## config.mk

```make
export PLATFORM = sky130hd
export DESIGN_NAME = bounded_list_stack_queue_core
export DESIGN_NICKNAME = d
export VERILOG_FILES = /design/src/blsq_pkg.sv /design/src/bounded_list_stack_queue_core.sv /design/src/blsq_cell.sv /design/src/blsq_rd_tree.sv
export SDC_FILE = /design/constraint.sdc
export NUM_CORES = 2
export LEC_CHECK = 0
export BUFFER_PORTS_ARGS = -buffer_cell sky130_fd_sc_hd__buf_2
export CORE_ASPECT_RATIO = 2
export CORE_UTILIZATION = 40
export DETAILED_ROUTE_END_ITERATION = 8
export PLACE_DENSITY = 0.65
export SKIP_LAST_GASP = 1
export SYNTH_ARGS = -nofsm -noshare
export SYNTH_HDL_FRONTEND = slang
export SYNTH_SLANG_ARGS = --single-unit
```

## constraint.sdc

```tcl
create_clock -name clk_i -period 60 [get_ports clk_i]
set_input_delay 12 -clock clk_i [delete_from_list [all_inputs] [get_ports clk_i]]
set_output_delay 12 -clock clk_i [all_outputs]
set_load 0.02 [all_outputs]
```

## src/blsq_pkg.sv

```systemverilog
// Shared types and constants for the bounded list/stack/queue block.
`default_nettype none
package blsq_pkg;

  localparam int CapW = 7;
  localparam logic [CapW-1:0] CapReset = 7'd64;

  typedef enum logic [2:0] {
    ACT_GET       = 3'd0,
    ACT_SET       = 3'd1,
    ACT_APPEND    = 3'd2,
    ACT_REMOVE    = 3'd3,
    ACT_POP_STACK = 3'd4,
    ACT_POP_QUEUE = 3'd5,
    ACT_CLEAR     = 3'd6
  } act_e;

  typedef enum logic [1:0] {
    ST_IDLE,
    ST_CAPT,
    ST_SUM,
    ST_OUT
  } state_e;

  typedef struct packed {
    act_e        action;
    logic [5:0]  index;
    logic [31:0] item_value;
  } in_item_t;

  typedef struct packed {
    logic [31:0]     read_value;
    logic            ok;
    logic [CapW-1:0] count_now;
  } out_item_t;

  // per-cell controls for one request
  typedef struct packed {
    logic take;
    logic wr;
    logic sh;
    logic rd;
  } cell_ctl_t;

endpackage
`default_nettype wire

```

## src/bounded_list_stack_queue_core.sv

```systemverilog
// Bounded list with stack and queue requests, built as a row of storage cells.
//
// Input channel: in_valid_i / in_stall_o carry one request (action, index,
// value). Output channel: out_valid_o / out_stall_i carry one result per
// request (word read, ok flag, count after the action).
// The cells update at the edge that takes the request, so set, append,
// remove and both pops finish their change of state at that edge; a
// remove or a queue pop moves every cell above the position down a place.
// The word read is captured in the cells, then passes a registered OR tree
// and the result register; out_valid_o rises once the result register
// holds it, and the result is taken when out_stall_i is low.
// One request is in flight at a time: no new request is taken until the
// result of the last one has been taken.
// in_stall_o stays high until the result has been taken; a stalled result
// simply holds in the output register.
// Reset clears the fill count and sets capacity to 64; entry storage is not
// cleared and is only ever read below the fill count.
// cfg_we_i writes capacity; only append looks at it.
`default_nettype none
module bounded_list_stack_queue_core #(
  parameter int DEPTH     = 64,
  parameter int WORD_BITS = 32
) (
  input  wire logic                          clk_i,
  input  wire logic                          rst_ni,
  input  wire logic                          in_valid_i,
  output logic                               in_stall_o,
  input  wire blsq_pkg::in_item_t            in_item_i,
  output logic                               out_valid_o,
  input  wire logic                          out_stall_i,
  output blsq_pkg::out_item_t                out_item_o,
  input  wire logic                          cfg_we_i,
  input  wire logic [blsq_pkg::CapW-1:0]     cfg_wdata_i
);

  localparam int CntW = $clog2(DEPTH + 1);
  localparam int CmpW = (CntW > blsq_pkg::CapW) ? CntW : blsq_pkg::CapW;

  blsq_pkg::state_e state_q, state_d;
  logic [CntW-1:0]             count_q, count_d;
  logic [blsq_pkg::CapW-1:0]   cap_q;
  logic                        ok_q, ok_d;
  blsq_pkg::out_item_t         out_q, out_d;

  logic            acc;
  logic [CmpW-1:0] cnt_x, idx_x, lim_x, pos;
  logic            idx_ok, not_empty, not_full;
  logic            do_wr, do_sh, do_rd;

  logic [WORD_BITS-1:0] word [DEPTH];
  logic [WORD_BITS-1:0] rd   [DEPTH];
  logic [WORD_BITS-1:0] tree_rd;
  logic [WORD_BITS-1:0] wr_data;

  assign acc     = in_valid_i && !in_stall_o;
  assign wr_data = WORD_BITS'(in_item_i.item_value);

  // request decode against the current fill count
  always_comb begin
    cnt_x     = CmpW'(count_q);
    idx_x     = CmpW'(in_item_i.index);
    lim_x     = (CmpW'(cap_q) < CmpW'(DEPTH)) ? CmpW'(cap_q) : CmpW'(DEPTH);
    idx_ok    = idx_x < cnt_x;
    not_empty = cnt_x != '0;
    not_full  = cnt_x < lim_x;
    pos       = idx_x;
    do_wr     = 1'b0;
    do_sh     = 1'b0;
    do_rd     = 1'b0;
    ok_d      = ok_q;
    count_d   = count_q;
    if (acc) begin
      ok_d = 1'b0;
      case (in_item_i.action)
        blsq_pkg::ACT_GET: begin
          ok_d  = idx_ok;
          do_rd = idx_ok;
        end
        blsq_pkg::ACT_SET: begin
          ok_d  = idx_ok;
          do_wr = idx_ok;
        end
        blsq_pkg::ACT_APPEND: begin
          ok_d  = not_full;
          pos   = cnt_x;
          do_wr = not_full;
          if (not_full) count_d = count_q + 1'b1;
        end
        blsq_pkg::ACT_REMOVE: begin
          ok_d  = idx_ok;
          do_sh = idx_ok;
          if (idx_ok) count_d = count_q - 1'b1;
        end
        blsq_pkg::ACT_POP_STACK: begin
          ok_d  = not_empty;
          pos   = cnt_x - 1'b1;
          do_rd = not_empty;
          if (not_empty) count_d = count_q - 1'b1;
        end
        blsq_pkg::ACT_POP_QUEUE: begin
          ok_d  = not_empty;
          pos   = '0;
          do_rd = not_empty;
          do_sh = not_empty;
          if (not_empty) count_d = count_q - 1'b1;
        end
        blsq_pkg::ACT_CLEAR: begin
          ok_d    = 1'b1;
          count_d = '0;
        end
        default: begin
          ok_d = 1'b0;
        end
      endcase
    end
  end

  for (genvar i = 0; i < DEPTH; i++) begin : g_cell
    blsq_pkg::cell_ctl_t  ctl;
    logic [WORD_BITS-1:0] nbr;

    assign ctl.take = acc;
    assign ctl.wr   = do_wr && (pos == CmpW'(i));
    assign ctl.rd   = do_rd && (pos == CmpW'(i));
    assign ctl.sh   = do_sh && (CmpW'(i) >= pos);

    if (i == DEPTH - 1) begin : g_top
      assign nbr = word[i];
    end else begin : g_mid
      assign nbr = word[i + 1];
    end

    blsq_cell #(
      .WORD_BITS(WORD_BITS)
    ) u_cell (
      .clk_i    (clk_i),
      .ctl_i    (ctl),
      .wr_data_i(wr_data),
      .nbr_i    (nbr),
      .word_o   (word[i]),
      .rd_o     (rd[i])
    );
  end

  blsq_rd_tree #(
    .DEPTH    (DEPTH),
    .WORD_BITS(WORD_BITS)
  ) u_rd_tree (
    .clk_i(clk_i),
    .rd_i (rd),
    .rd_o (tree_rd)
  );

  always_comb begin
    state_d = state_q;
    out_d   = out_q;
    case (state_q)
      blsq_pkg::ST_IDLE: begin
        if (acc) state_d = blsq_pkg::ST_CAPT;
      end
      blsq_pkg::ST_CAPT: begin
        state_d = blsq_pkg::ST_SUM;
      end
      blsq_pkg::ST_SUM: begin
        out_d.read_value = 32'(tree_rd);
        out_d.ok         = ok_q;
        out_d.count_now  = blsq_pkg::CapW'(count_q);
        state_d          = blsq_pkg::ST_OUT;
      end
      blsq_pkg::ST_OUT: begin
        if (!out_stall_i) state_d = blsq_pkg::ST_IDLE;
      end
      default: begin
        state_d = blsq_pkg::ST_IDLE;
      end
    endcase
  end

  always_ff @(posedge clk_i or negedge rst_ni) begin
    if (!rst_ni) begin
      state_q <= blsq_pkg::ST_IDLE;
      count_q <= '0;
      cap_q   <= blsq_pkg::CapReset;
    end else begin
      state_q <= state_d;
      count_q <= count_d;
      if (cfg_we_i) cap_q <= cfg_wdata_i;
    end
  end

  always_ff @(posedge clk_i) begin
    ok_q  <= ok_d;
    out_q <= out_d;
  end

  assign in_stall_o  = state_q != blsq_pkg::ST_IDLE;
  assign out_valid_o = state_q == blsq_pkg::ST_OUT;
  assign out_item_o  = out_q;

  a_count_bound: assert property (@(posedge clk_i) disable iff (!rst_ni)
    CmpW'(count_q) <= CmpW'(DEPTH))
    else $error("fill count beyond depth");

  a_append_inc: assert property (@(posedge clk_i) disable iff (!rst_ni)
    acc && in_item_i.action == blsq_pkg::ACT_APPEND && ok_d
    |=> count_q == $past(count_q) + 1'b1)
    else $error("append did not grow the count");

  a_clear: assert property (@(posedge clk_i) disable iff (!rst_ni)
    acc && in_item_i.action == blsq_pkg::ACT_CLEAR |=> count_q == '0)
    else $error("clear left entries");

  a_one_inflight: assert property (@(posedge clk_i) disable iff (!rst_ni)
    out_valid_o |-> in_stall_o)
    else $error("request taken while a result is pending");

  a_count_frozen: assert property (@(posedge clk_i) disable iff (!rst_ni)
    in_stall_o |=> $stable(count_q))
    else $error("count moved with no request taken");

endmodule
`default_nettype wire

```

## src/blsq_cell.sv

```systemverilog
// One storage cell of the list: holds a word, takes its upper neighbour's on a shift.
`default_nettype none
module blsq_cell #(
  parameter int WORD_BITS = 32
) (
  input  wire logic                 clk_i,
  input  wire blsq_pkg::cell_ctl_t  ctl_i,
  input  wire logic [WORD_BITS-1:0] wr_data_i,
  input  wire logic [WORD_BITS-1:0] nbr_i,
  output logic      [WORD_BITS-1:0] word_o,
  output logic      [WORD_BITS-1:0] rd_o
);

  logic [WORD_BITS-1:0] word_q, word_d;
  logic [WORD_BITS-1:0] rd_q, rd_d;

  always_comb begin
    word_d = word_q;
    rd_d   = rd_q;
    if (ctl_i.take) begin
      if (ctl_i.wr) begin
        word_d = wr_data_i;
      end else if (ctl_i.sh) begin
        word_d = nbr_i;
      end
      // old word, captured before any shift lands
      rd_d = ctl_i.rd ? word_q : '0;
    end
  end

  always_ff @(posedge clk_i) begin
    word_q <= word_d;
    rd_q   <= rd_d;
  end

  assign word_o = word_q;
  assign rd_o   = rd_q;

endmodule
`default_nettype wire

```

## src/blsq_rd_tree.sv

```systemverilog
// Registered OR tree collecting the one read word from the cells; cells not read give zero.
`default_nettype none
module blsq_rd_tree #(
  parameter int DEPTH     = 64,
  parameter int WORD_BITS = 32
) (
  input  wire logic                 clk_i,
  input  wire logic [WORD_BITS-1:0] rd_i [DEPTH],
  output logic      [WORD_BITS-1:0] rd_o
);

  localparam int Grp  = 32;
  localparam int NGrp = (DEPTH + Grp - 1) / Grp;

  logic [WORD_BITS-1:0] grp_q [NGrp];
  logic [WORD_BITS-1:0] grp_d [NGrp];

  for (genvar g = 0; g < NGrp; g++) begin : g_grp
    always_comb begin
      grp_d[g] = '0;
      for (int k = 0; k < Grp; k++) begin
        if (g * Grp + k < DEPTH) begin
          grp_d[g] = grp_d[g] | rd_i[g * Grp + k];
        end
      end
    end

    always_ff @(posedge clk_i) begin
      grp_q[g] <= grp_d[g];
    end
  end

  always_comb begin
    rd_o = '0;
    for (int g = 0; g < NGrp; g++) begin
      rd_o = rd_o | grp_q[g];
    end
  end

endmodule
`default_nettype wire

```

== Word-level counts from Yosys, hierarchy flattened ==
Memories as Yosys holds them, arrays and structs flattened.
Cells that the tools add are included.
Storage, ports and cells
  bits in registers: 4153
  memory bits (writable): 64
  input bits: 53
  word-level logic and storage cells: 817
  memories: 1
Memories
  u_rd_tree.grp_q: words 2, bits a word 32, rd ports 2, clocked after memory_dff 0, wr ports 2, RTL line blsq_rd_tree.sv:15  | logic [WORD_BITS-1:0] grp_q [NGrp];
Operators by class
  add/sub/neg operators: 2
  $lt $le $gt $ge: 66
  equality and inequality tests: 77
  multiplexer cells: 143
  bitwise operators: 63
  reductions and logical operators: 330
Operator list (number)
  $mux W32: 126
  $or A32 B32 Y32: 63
  $eq A7 B6 Y1 const B: 32
  $ge A6 B7 Y1 const A: 31
  $logic_and A1 B1 Y1: 192
  $reduce_and A2 Y1: 65
  $reduce_bool A2 Y1: 64
  $eq A7 B5 Y1 const B: 16
  $ge A5 B7 Y1 const A: 16
  $eq A7 B4 Y1 const B: 8
  $ge A4 B7 Y1 const A: 8
  $mux W7: 5
  $eq A7 B3 Y1 const B: 4
  $ge A3 B7 Y1 const A: 4
  $pmux W7 S4: 1
  $pmux W7 S3: 1
  $eq A7 B2 Y1 const B: 2
  $ge A1 B7 Y1 const A: 2
  $ge A2 B7 Y1 const A: 2
  $eq A3 B3 Y1 const B: 3
  $ne A2 B2 Y1 const B: 4
  $pmux W2 S4: 1
  $add A7 B1 Y7 const B: 1
  $eq A7 B1 Y1 const B: 1
  22 further kinds: 29

== Depth between registers and ports, before layout ==
  depth after elaboration: 31
  depth in mapped cells: 14
  depth with buffers taken out: 10

== Modules after synthesis ==
Synthesis repeated with hierarchy kept, for this count alone.
Unflattened totals
  cell total of the unflattened synthesis: 10094
  area, all modules: 182757.8 um^2
Modules (own cells, without submodules)
  blsq_cell: times used 64, cells an instance 136, area each 2681.3 um^2
  blsq_rd_tree: times used 1, cells an instance 800, area each 6286.0 um^2
  bounded_list_stack_queue_core: times used 1, cells an instance 590, area each 4867.2 um^2

== Worst setup path before layout ==
Ideal clock, no wire load.
  path kind: input to register
  start: input in_valid_i
  end: register g_cell[52].u_cell.word_q[0], enable pin
  arrival time: 66.640 ns
  data required time: 59.530 ns
  slack: -7.110 ns
  stages: 10
  path through: nand2_1 -> clkinv_1 -> o21ai_0 -> nand2b_1 -> nand2_1 -> buf_1 -> buf_2 -> buf_1 -> a21oi_1 -> a211oi_1
On the way
  word-level cells in the longest chain between the ends: 6
  elaborated cells on any way between the ends: 10
  classes of those cells: order compare (1); eq/ne (1); mux (3); reduce/logical (5)
Ends and longest elaborated chain
  from (decl): RTL line bounded_list_stack_queue_core.sv:26  | input wire logic in_valid_i,
  $logic_and A1 B1 Y1 (*): RTL line bounded_list_stack_queue_core.sv:55  | assign acc = in_valid_i && !in_stall_o;
  net acc: RTL line bounded_list_stack_queue_core.sv:45  | logic acc;
  $mux W7: RTL line bounded_list_stack_queue_core.sv:72  | if (acc) begin
  $ge A6 B7 Y1 or $eq A7 B6 Y1 (tied branches): RTL line bounded_list_stack_queue_core.sv:125, bounded_list_stack_queue_core.sv:123
  $logic_and A1 B1 Y1 (on tied branches): RTL line bounded_list_stack_queue_core.sv:125, bounded_list_stack_queue_core.sv:123
  $reduce_bool A2 Y1 (no line)
  $reduce_and A2 Y1 (no line) (*)
  to (signal assigned): RTL line blsq_cell.sv:32  | word_q <= word_d;
  to (decl): RTL line blsq_cell.sv:14  | logic [WORD_BITS-1:0] word_q, word_d;
Mark *: on every way through the listed nets, which the timed path passes. The rest lies on a longest branch.
A chain may end at the register's enable or synchronous reset.

== Worst setup path in the final report ==
  start: input in_valid_i
  end: register g_cell[25].u_cell.word_q[11], enable pin
On the way
  word-level cells in the longest chain between the ends: 6
  elaborated cells on any way between the ends: 10
  classes of those cells: order compare (1); eq/ne (1); mux (3); reduce/logical (5)
Ends and longest elaborated chain (RTL line)
  $logic_and A1 B1 Y1 (*): bounded_list_stack_queue_core.sv:55
  net acc: bounded_list_stack_queue_core.sv:45
  $mux W7: bounded_list_stack_queue_core.sv:72
  $ge A5 B7 Y1 or $eq A7 B5 Y1 (tied branches): bounded_list_stack_queue_core.sv:125, bounded_list_stack_queue_core.sv:123
  $logic_and A1 B1 Y1 (on tied branches): bounded_list_stack_queue_core.sv:125, bounded_list_stack_queue_core.sv:123
  $reduce_bool A2 Y1 (no line)
  $reduce_and A2 Y1 (no line) (*)
  to (signal assigned): blsq_cell.sv:32
  to (decl): blsq_cell.sv:14
Marked as above.

==> flow_summary.json <==
{
  "outcome": "finished, violations left",
  "failed_checks": "max-capacitance violations",
  "route.met3.wl_mm": 21.6,
  "grt_first_pass_wirelength_mm": 679,
  "skew_ns": 0.0470,
  "numClockSinks": 4217,
  "area_delta_synth_final_pct": 11.1,
  "vdd_drop_max_uv": 24.4,
  "postCtsHoldBufs": 0,
  "fill_cells": 36600,
  "grt_pass1_vias": 95100,
  "placed_cells": 15600,
  "top_layer": "met5",
  "p_sw_w": 0.00149,
  "synthTopCellsByCount": "edfxtp_1, and2_1, mux2_2",
  "synth_warnings": 0,
  "leakagePower_nw": 62.0,
  "cts.path.max_buffers": 4,
  "syn_nets": 10300,
  "fmax_ghz": 0.0587,
  "synth_most_common_cell": "edfxtp_1",
  "slew_violations": 0,
  "cp_max_fo": 171,
  "drive_gt1_share_pct": 29.7,
  "relSlewSlack_pct": 0.546,
  "synth_area_um2": 172000,
  "min_path_cells": 0,
  "p_seq_share_pct": 57.3,
  "overflow": 0,
  "pwr-share-clk_pct": 36.0,
  "drt_wl_total_mm": 483,
  "die-area_um2": 433000,
  "drtAntennaViolNets": 0,
  "first_pass_iters": 6,
  "clock_latency_ns": 0.93,
  "maxCapViolations": 1,
  "coreArea_um2": 428000,
  "stdcell_count": 16200,
  "grt_use_total_pct": 22.0,
  "yosysTopAreaCell": "edfxtp_1",
  "first_iter_violations": 8057,
  "die_y_um": 930,
  "synthCells": 10200,
  "route.detailed.drc": 0,
  "worstHoldStart": "ok_q$_DFFE_PP_",
  "hold_path.class": "reg2reg",
  "pin_count": 95,
  "tritoncts": "done",
  "synth_ff_type": "edfxtp_1",
  "synth_area_leaders": "edfxtp_1, mux2_2, and2_1",
  "rows": 340,
  "start_util_pct": 40.2,
  "wl_per_cell_um": 29.8,
  "num_vias": 90000,
  "synth_cell_types": 76,
  "crit_start": "in_valid_i",
  "critPathArrivalTime_ns": 17.57,
  "root_buffer": "clkbuf_16",
  "powerDensity_nw_per_um2": 33.3,
  "dp_hpwl_mm": 317,
  "worstMarginPinSlew_ns": 1.48,
  "p_int_w": 0.00488,
  "switching_share_pct": 23.4,
  "setup_violations": 0,
  "async_flop_share_pct": 0.379,
  "gp_congestion": 0.896,
  "drt-met1-wl_mm": 154,
  "clkTransAtPathRegs_ns": 0.07,
  "share_comb_of_total_power_pct": 6.7,
  "die_w_um": 466,
  "synth_edf_count": 4137,
  "finalSetupTns_ns": 0,
  "setup.worst_path.class": "in2reg",
  "rsz0062_at_grt": "false",
  "cts_resized": 0,
  "cp.required_ns": 60.53,
  "hold_viol": 0,
  "ys_ff_latch": 4217,
  "grt_start_max_net_pins": 180,
  "cp-end-kind": "register",
  "post_cts_buffers": 0,
  "io_buffers": 94,
  "synth_top_cell_area_share_pct": 72.2,
  "start_kind": "input port",
  "avgSynthCellArea_um2": 16.8,
  "pre_cts_slack_ns": 41.88,
  "layout.nets": 10300,
  "r2r_start": "state_q[0]$_DFFE_PN0P_",
  "r2r_cells": 14,
  "vias_per_cell": 5.56,
  "antenna_found_initial": 28,
  "min_period_over_period_pct": 28.4,
  "htreeDepth": 5,
  "wl_met2_mm": 275,
  "ys_seq_area_share_pct": 73.2,
  "fin_ws_ns": 42.95,
  "min_period_ns": 17.05,
  "numCtsBuffers": 340
}
-- layer usage --
layer / track usage, % / vias up
met5: 0 / -
met4: 13.4 / 10
met3: 2.39 / 1319
li1: - / 38600
met1: 21.3 / 46900
met2: 43.5 / 3233
-- stage by stage --
step	area (um^2)	util [%]	total power [W]	hold slack (ns)
6_report	191000	44.6	0.00637	0.444
5_1_grt	191000	44.6	0.00654	0.445
4_1_cts	191000	44.6	0.00640	0.448
3_5_place_dp	180000	42.0	0.00414	0.423
3_3_place_gp	180000	42.0	0.00412	0.407
2_1_floorplan	172000	-	0.00433	0.400
-- registers in the layout, indices dropped and copies added (netlist names) --
name and cells:
cnt_x 7, out_item_o 40, g_cell.u_cell.word_o 2048, ok_q 1, g_cell.u_cell.rd_o 2048, cap_q 7, state_q 2, u_rd_tree.grp_q 64
-- final timing paths --
path                                                           to  slack, ns
min in group asynchronous                    cap_q[0]$_DFFE_PN0P_      10.99
setup reg to reg           g_cell[25].u_cell.word_o[11]$_DFFE_PP_      53.34
max in group asynchronous                    cap_q[6]$_DFFE_PN1P_      48.69
hold / removal                            out_item_o[7]$_DFFE_PP_       0.44
setup / recovery           g_cell[25].u_cell.word_o[11]$_DFFE_PP_      42.95
hold reg to reg                           out_item_o[7]$_DFFE_PP_       0.44
-- power by group through the flow --
stage	Combinational [W]	Clock, W	Sequential (W)
after CTS	0.000428	0.00232	0.00365
final	0.000426	0.00229	0.00365
after detailed placement	0.000428	0	0.00372
after floorplan	0.000250	0	0.00408
after global routing	0.000451	0.00241	0.00367
after global placement	0.000414	0	0.00370
-- cell families (layout without fill, tap and decap cells) --
| kind of cell | count (synthesis) | in the layout | synth area share (%) |
|---|---|---|---|
| flops | 4217 | 4217 | 73.2 |
| simple gates | 3142 | 3142 | 11.1 |
| mux | 2025 | 2025 | 13.3 |
| buf+inv | 663 | 964 | 1.67 |
| compound gates | 168 | 168 | 0.649 |
| fa+ha+maj | 17 | 17 | 0.124 |
| xor+xnor | 3 | 3 | 0.0153 |
| other cells | 0 | 21 | 0 |
-- worst max-delay path, cell delays in order --
cell and delay [ns]:
buf_2 0.12, nand2_1 0.27, inv_16 0.41, buf_12 0.56, o21a_1 0.68, o31ai_1 0.26, o22a_1 0.26, buf_4 0.30
nor4b_1 0.94, and2_2 0.28, buf_4 0.53, nand2b_2 0.25, buf_4 0.51
-- placed cells by master, fill, tap and decap left out, drive strengths merged, types with 19 or more instances in the layout --
master       n
nand4      136
or2         99
inv         21
clkinvlp    19
clkbuf     439
edfxtp    4137
diode       21
dfxtp       64
nor4       521
buf        335
nand2       83
clkinv     119
nor3        40
nand3       39
o21ai       41
and2      2054
nor2       130
a21oi       35
bufinv      31
mux2      2024
-- area by class of cell --
class,instances,area (um^2),share of cell area [%]
inverters,12,61.3,0.0321
well taps,5643,7060,3.69
flip-flops and latches,4217,126000,65.9
clock buffers,439,9260,4.84
multi-input cells,5355,44700,23.4
diodes,21,52.6,0.0275
clock inverters,178,1800,0.944
repair buffers,335,2330,1.22
No activity file was read; power rests on OpenSTA's default activity.
